--- src/hw/rtl/lbi_pkg.sv ---
// ----------------------------------------------------------------------------
// lbi_pkg: shared types and codes for the interpolator
// Request and result layouts and the request type codes.
// ----------------------------------------------------------------------------
package lbi_pkg;

  localparam int DATA_W = 16;

  localparam logic [1:0] REQ_LINEAR   = 2'd0;
  localparam logic [1:0] REQ_BILINEAR = 2'd1;

  typedef struct packed {
    logic [1:0]               req_type;
    logic signed [DATA_W-1:0] x_pos;
    logic signed [DATA_W-1:0] y_pos;
    logic signed [DATA_W-1:0] x_low;
    logic signed [DATA_W-1:0] x_high;
    logic signed [DATA_W-1:0] y_low;
    logic signed [DATA_W-1:0] y_high;
    logic signed [DATA_W-1:0] f_00;
    logic signed [DATA_W-1:0] f_10;
    logic signed [DATA_W-1:0] f_01;
    logic signed [DATA_W-1:0] f_11;
  } lbi_req_t;

  typedef struct packed {
    logic signed [DATA_W-1:0] interp_value;
    logic                     zero_width;
    logic                     saturated;
  } lbi_res_t;

endpackage

--- src/hw/rtl/lbi_pass.sv ---
// ----------------------------------------------------------------------------
// lbi_pass: one pipelined weighted-average pass
// (f0*(hi-p) + f1*(p-lo)) / (hi-lo), truncated toward zero, saturated.
// Three arithmetic stages, an overflow compare, one quotient bit per stage
// and a saturation stage. Side data travels alongside unchanged.
// ----------------------------------------------------------------------------
module lbi_pass import lbi_pkg::*; #(
  parameter int DATA_WIDTH = 16,
  parameter int SB_WIDTH   = 1
) (
  input  logic                         clk,
  input  logic                         rst_n,
  input  logic                         en,
  input  logic                         in_valid,
  input  logic signed [DATA_WIDTH-1:0] f0,
  input  logic signed [DATA_WIDTH-1:0] f1,
  input  logic signed [DATA_WIDTH-1:0] p,
  input  logic signed [DATA_WIDTH-1:0] lo,
  input  logic signed [DATA_WIDTH-1:0] hi,
  input  logic [SB_WIDTH-1:0]          sb_in,
  output logic                         out_valid,
  output logic signed [DATA_WIDTH-1:0] val,
  output logic                         sat,
  output logic [SB_WIDTH-1:0]          sb_out
);

  localparam int W  = DATA_WIDTH;
  localparam int DW = W + 1;
  localparam int PW = 2 * W + 1;
  localparam int SW = 2 * W + 2;

  // stage 1: distances and divisor
  logic                 s1_v_r;
  logic [W-1:0]         s1_f0_r, s1_f1_r;
  logic [DW-1:0]        s1_d1_r, s1_d0_r, s1_den_r;
  logic [SB_WIDTH-1:0]  s1_sb_r;

  always_ff @(posedge clk) begin
    if (!rst_n) begin
      s1_v_r <= 1'b0;
    end else if (en) begin
      s1_v_r <= in_valid;
    end
  end

  always_ff @(posedge clk) begin
    if (en) begin
      s1_f0_r  <= f0;
      s1_f1_r  <= f1;
      s1_d1_r  <= {hi[W-1], hi} - {p[W-1], p};
      s1_d0_r  <= {p[W-1], p} - {lo[W-1], lo};
      s1_den_r <= {hi[W-1], hi} - {lo[W-1], lo};
      s1_sb_r  <= sb_in;
    end
  end

  // stage 2: magnitude products
  logic [W-1:0]  f0m, f1m;
  logic [DW-1:0] d1m, d0m, denm;

  assign f0m  = s1_f0_r[W-1]   ? (~s1_f0_r + 1'b1)  : s1_f0_r;
  assign f1m  = s1_f1_r[W-1]   ? (~s1_f1_r + 1'b1)  : s1_f1_r;
  assign d1m  = s1_d1_r[DW-1]  ? (~s1_d1_r + 1'b1)  : s1_d1_r;
  assign d0m  = s1_d0_r[DW-1]  ? (~s1_d0_r + 1'b1)  : s1_d0_r;
  assign denm = s1_den_r[DW-1] ? (~s1_den_r + 1'b1) : s1_den_r;

  logic                s2_v_r;
  logic [PW-1:0]       s2_ma_r, s2_mb_r;
  logic                s2_na_r, s2_nb_r, s2_dneg_r;
  logic [DW-1:0]       s2_dm_r;
  logic [SB_WIDTH-1:0] s2_sb_r;

  always_ff @(posedge clk) begin
    if (!rst_n) begin
      s2_v_r <= 1'b0;
    end else if (en) begin
      s2_v_r <= s1_v_r;
    end
  end

  always_ff @(posedge clk) begin
    if (en) begin
      s2_ma_r   <= PW'(f0m) * PW'(d1m);
      s2_mb_r   <= PW'(f1m) * PW'(d0m);
      s2_na_r   <= s1_f0_r[W-1] ^ s1_d1_r[DW-1];
      s2_nb_r   <= s1_f1_r[W-1] ^ s1_d0_r[DW-1];
      s2_dneg_r <= s1_den_r[DW-1];
      s2_dm_r   <= denm;
      s2_sb_r   <= s1_sb_r;
    end
  end

  // stage 3: signed sum of the two terms, back to sign and magnitude
  logic [SW-1:0] sa, sb, ssum;
  logic [PW-1:0] nm;

  assign sa   = s2_na_r ? (SW'(0) - SW'(s2_ma_r)) : SW'(s2_ma_r);
  assign sb   = s2_nb_r ? (SW'(0) - SW'(s2_mb_r)) : SW'(s2_mb_r);
  assign ssum = sa + sb;
  assign nm   = ssum[SW-1] ? PW'(SW'(0) - ssum) : PW'(ssum);

  logic                s3_v_r;
  logic [PW-1:0]       s3_nm_r;
  logic                s3_neg_r;
  logic [DW-1:0]       s3_dm_r;
  logic [SB_WIDTH-1:0] s3_sb_r;

  always_ff @(posedge clk) begin
    if (!rst_n) begin
      s3_v_r <= 1'b0;
    end else if (en) begin
      s3_v_r <= s2_v_r;
    end
  end

  always_ff @(posedge clk) begin
    if (en) begin
      s3_nm_r  <= nm;
      s3_neg_r <= ssum[SW-1] ^ s2_dneg_r;
      s3_dm_r  <= s2_dm_r;
      s3_sb_r  <= s2_sb_r;
    end
  end

  // stage 4: flag quotients wider than W bits, then seed the divider
  logic                dv_v_r   [W+1];
  logic [PW-1:0]       dv_rem_r [W+1];
  logic [W-1:0]        dv_quo_r [W+1];
  logic [DW-1:0]       dv_dm_r  [W+1];
  logic                dv_neg_r [W+1];
  logic                dv_ov_r  [W+1];
  logic [SB_WIDTH-1:0] dv_sb_r  [W+1];

  always_ff @(posedge clk) begin
    if (!rst_n) begin
      dv_v_r[0] <= 1'b0;
    end else if (en) begin
      dv_v_r[0] <= s3_v_r;
    end
  end

  always_ff @(posedge clk) begin
    if (en) begin
      dv_rem_r[0] <= s3_nm_r;
      dv_quo_r[0] <= '0;
      dv_dm_r[0]  <= s3_dm_r;
      dv_neg_r[0] <= s3_neg_r;
      dv_ov_r[0]  <= s3_nm_r >= (PW'(s3_dm_r) << W);
      dv_sb_r[0]  <= s3_sb_r;
    end
  end

  // restoring division, one quotient bit per stage, MSB first
  for (genvar k = 0; k < W; k++) begin : g_div
    localparam int B = W - 1 - k;
    logic [PW-1:0] shd;
    logic          ge;

    assign shd = PW'(dv_dm_r[k]) << B;
    assign ge  = dv_rem_r[k] >= shd;

    always_ff @(posedge clk) begin
      if (!rst_n) begin
        dv_v_r[k+1] <= 1'b0;
      end else if (en) begin
        dv_v_r[k+1] <= dv_v_r[k];
      end
    end

    always_ff @(posedge clk) begin
      if (en) begin
        dv_rem_r[k+1] <= ge ? (dv_rem_r[k] - shd) : dv_rem_r[k];
        dv_quo_r[k+1] <= dv_quo_r[k] | (W'(ge) << B);
        dv_dm_r[k+1]  <= dv_dm_r[k];
        dv_neg_r[k+1] <= dv_neg_r[k];
        dv_ov_r[k+1]  <= dv_ov_r[k];
        dv_sb_r[k+1]  <= dv_sb_r[k];
      end
    end
  end

  // final stage: apply sign and clip to W bits
  localparam logic [W-1:0] MAXPOS = {1'b0, {(W-1){1'b1}}};
  localparam logic [W-1:0] MAXNEG = {1'b1, {(W-1){1'b0}}};

  logic [W-1:0] q;
  logic         ov, negq;
  logic [W-1:0] val_nxt;
  logic         sat_nxt;

  assign q    = dv_quo_r[W];
  assign ov   = dv_ov_r[W];
  assign negq = dv_neg_r[W] && (ov || (q != '0));

  always_comb begin
    sat_nxt = 1'b0;
    val_nxt = q;
    if (negq) begin
      if (ov || (q > MAXNEG)) begin
        sat_nxt = 1'b1;
        val_nxt = MAXNEG;
      end else begin
        val_nxt = ~q + 1'b1;
      end
    end else if (ov || q[W-1]) begin
      sat_nxt = 1'b1;
      val_nxt = MAXPOS;
    end
  end

  logic                out_v_r;
  logic [W-1:0]        val_r;
  logic                sat_r;
  logic [SB_WIDTH-1:0] sb_r;

  always_ff @(posedge clk) begin
    if (!rst_n) begin
      out_v_r <= 1'b0;
    end else if (en) begin
      out_v_r <= dv_v_r[W];
    end
  end

  always_ff @(posedge clk) begin
    if (en) begin
      val_r <= val_nxt;
      sat_r <= sat_nxt;
      sb_r  <= dv_sb_r[W];
    end
  end

  assign out_valid = out_v_r;
  assign val       = val_r;
  assign sat       = sat_r;
  assign sb_out    = sb_r;

endmodule

--- config.mk ---
export PLATFORM = sky130hd
export DESIGN_NAME = lbi_pass
export DESIGN_NICKNAME = d
export VERILOG_FILES = /design/src/hw/rtl/lbi_pkg.sv /design/src/hw/rtl/lbi_pass.sv
export SDC_FILE = /design/constraint.sdc
export NUM_CORES = 2
export LEC_CHECK = 0
export BUFFER_PORTS_ARGS = -buffer_cell sky130_fd_sc_hd__buf_2
export CAP_MARGIN = 0
export CORE_UTILIZATION = 40
export DETAILED_ROUTE_END_ITERATION = 12
export GPL_TIMING_DRIVEN = 0
export MAX_ROUTING_LAYER = met4
export SETUP_SLACK_MARGIN = 0.05
export SYNTH_ARGS = -nofsm -noshare
export SYNTH_HDL_FRONTEND = slang
export SYNTH_SLANG_ARGS = --single-unit
--- constraint.sdc ---
create_clock -name clk -period 19.7 [get_ports clk]
set_input_delay 0.985 -clock clk [delete_from_list [all_inputs] [get_ports clk]]
set_output_delay 0.985 -clock clk [all_outputs]
set_load 0.01 [all_outputs]
==> qor_table.md <==
| Result | Reported |
|---|---|
| Outcome | complete, but fails checks |
| Violations in the final reports | max-capacitance violations, max-slew violations |
| Violation count after the first detailed-routing iteration | 4,154 |
| Number of placed I/O pins | 104 |
| Req. time, crit path | 20.20 ns |
| DP Wirelength | 149 mm |
| Nets@finish | 8,781 |
| Top_reg_cell synth | sky130_fd_sc_hd__edfxtp_1 |
| Number of hold buffers added after cts | 0 |
| Total global routing track utilization | 0.194 |
| Total gr overflow | 0 |
| Final WL | 193 mm |
| Post-route DRC violation count | 0 |
| Die footprint | 205,000 um^2 |
| Biggest fanout along the worst timing path | 10 |
| Vias post-DR | 54,700 |
| Area delta synth->final | 11.1% |
| Most common cell after layout, fill and taps aside | sky130_fd_sc_hd__edfxtp_1 |
| Clock sinks | 1,249 |
| Mean Syn Cell Area | 11.0 um^2 |
| Flip-flop and latch count after synthesis | 1,249 |
| Cell area after synthesis | 81,400 um^2 |
| Clock buffers created by TritonCTS | 144 |
| Post-synth EDFFs | 1,244 |
| Antenna Violating Nets Remaining | 0 |
| Number of rows created at floorplan | 165 |
| Routed wire length per instance | 18.4 um |
| Number of violations of the max-capacitance limit | 4 |
| Max incr delay on CP | 0.66 ns |
| Die outline height | 453 um |
| Worst slew margin relative to its limit | -0.0210 |
| Worst Hold Class | input port to flop |
| Final setup violating endpoints | 0 |
| RSZ-0062 raised after global routing | no |
| Core Footprint | 202,000 um^2 |
| Pins over their slew limit | 23 |
| Syn_nets | 8,524 |
| Post-cts gate resize count | 0 |
| Proportion of synthesized chip area in sequential cells | 0.460 |
| Clock Latency Late Sink | 0.79 ns |
| Die W | 453 um |
| Maximum number of buffers from clock root to sink | 3 |
| Total iterations of the first detailed-routing run | 6 |
| Post CTS Setup Buffer Count | 0 |
| Share of final-layout standard cells stronger than drive strength 1 | 0.0515 |
| First-pass GRT wire length | 303 mm |
| Via count of the first global-routing pass | 55,000 |
| Shortest clock period the worst path allows after layout | 10.20 ns |
| Crit path top cell by count | sky130_fd_sc_hd__fa_1 |
| Number of warning messages in the yosys log | 0 |
| Initial antenna violation count | 5 |
| Final core occ | 0.447 |
| Critical path launch point type | flop |
| Port Buf Inserts | 103 |
| Arrival time worst endpoint | 10.70 ns |
| Number of hold violations in the final report | 0 |
| Crit share post-route | 0.518 |
| CTS root buf | sky130_fd_sc_hd__clkbuf_16 |
| Routability congestion estimate from global placement | 0.944 |
| Clock-pin slew on the worst setup and hold paths | 0.06 ns |
| Transition time at the pin with the least slew margin | 1.53 ns |
| Most used cells in the layout excluding fill and tap cells | sky130_fd_sc_hd__edfxtp_1 (1,244), sky130_fd_sc_hd__inv_1 (999), sky130_fd_sc_hd__nand2_1 (729), sky130_fd_sc_hd__ha_1 (589), sky130_fd_sc_hd__nor2_1 (576) |
| Critical-path cell with the highest stage delay | sky130_fd_sc_hd__clkbuf_1 |
| Synthesized instance count | 7,415 |
| Largest net degree at the start of global routing | 185 |
| Distinct cell type count of the synthesized netlist | 82 |
| CTS HTree Levels | 4 |
| Initial core utilization | 0.403 |
| CTS tree | built |
| Category of the worst setup path capture point | flop |
| Fraction of registers with async set or reset after synthesis | 0 |
| Via/cell ratio | 5.23 |
| Worst clock skew | 0.0546 ns |
| Achievable frequency | 98.1 MHz |
| Worst setup path class | flop to flop |
==> layout make-up <==
| type | count | area (um^2) |
|---|---|---|
| fillers | 18800 | 112000 |
| multi-input cells | 5037 | 39700 |
| flip-flops and latches | 1249 | 37500 |
| inverters | 1003 | 3760 |
| clock buffers | 167 | 3720 |
| well taps | 2672 | 3340 |
| clock inverters | 94 | 1190 |
| repair buffers | 111 | 731 |
| plain buffers | 126 | 475 |
| diodes | 6 | 15.0 |
==> critical path: cells and delay by family, from the launching register on <==
family,cells,cell delay (ns)
XOR/XNOR,2,0.48
flip-flops,1,0.36
buffers and inverters,8,1.96
adder cells (fa/ha/maj),8,3.81
AND/OR/NAND/NOR,6,1.55
AO/OA/AOI/OAI,7,1.71
==> per-layer routing <==
layer,GRT usage,part of all wire,up-vias
li1,-,-,26300
met1,0.242,0.43,26800
met2,0.325,0.49,1288
met3,0.0269,0.046,308
met4,0.0595,0.028,0
met5,-,0,-
==> worst paths after layout <==
check / start / end / slack (ns) / cells past startpoint
setup / recovery: s1_d1_r[0]$_DFFE_PP_ / s2_ma_r[32]$_DFFE_PP_ / 9.50 / 31
hold reg to reg: dv_neg_r[0][7]$_DFFE_PP_ / dv_neg_r[1][0]$_DFFE_PP_ / 0.39 / 0
setup reg to reg: s1_d1_r[0]$_DFFE_PP_ / s2_ma_r[32]$_DFFE_PP_ / 9.50 / 31
hold / removal: f1[13] / s1_f1_r[13]$_DFFE_PP_ / 0.37 / 1
==> cell usage after synthesis, drive strengths merged, types with 71 or more instances <==
cell | number | share of area
nor2 | 576 | 0.027
o31ai | 75 | 0.0069
xnor2 | 351 | 0.038
nand3 | 95 | 0.0058
a21oi | 304 | 0.019
fa | 435 | 0.11
nand2b | 91 | 0.0070
ha | 589 | 0.091
clkbuf | 119 | 0.0055
edfxtp | 1244 | 0.46
nor3 | 108 | 0.0066
nor4 | 71 | 0.0055
inv | 999 | 0.046
o21ai | 398 | 0.024
or3 | 80 | 0.0064
xor2 | 257 | 0.028
a21o | 140 | 0.013
nand2 | 729 | 0.034
==> sequential cells by signal (all words and copies together) (netlist names), 33 cells and up <==
| signal | cells |
|---|---|
| dv_dm_r | 272 |
| dv_quo_r | 136 |
| dv_rem_r | 528 |
| s2_ma_r | 33 |
| s2_mb_r | 33 |
| s3_nm_r | 33 |
==> stage by stage <==
stage                     hold slack [ns]  cell area (um^2)  std cells  setup slack [ns]  setup TNS, ns
after floorplan                     0.400             81400       7415             11.48              0
after global placement              0.400             85200      10200             -2.00       -1923.75
after detailed placement            0.405             85500      10200              9.65              0
after CTS                           0.290             90400      10500              9.60              0
after global routing                0.310             90400      10500              9.01              0
final                               0.367             90400      10500              9.50              0
==> cell families after synthesis <==
| group | count (synthesis) | share of synthesized area |
|---|---|---|
| compound gates | 1282 | 0.0988 |
| xor+xnor | 608 | 0.0655 |
| fa+ha+maj | 1024 | 0.198 |
| buf+inv | 1129 | 0.0521 |
| flops | 1249 | 0.460 |
| mux | 44 | 0.00572 |
| simple gates | 2079 | 0.120 |
Power is not shown: default switching activity piles up to over one toggle a cycle in this logic, so the estimate is an artifact.
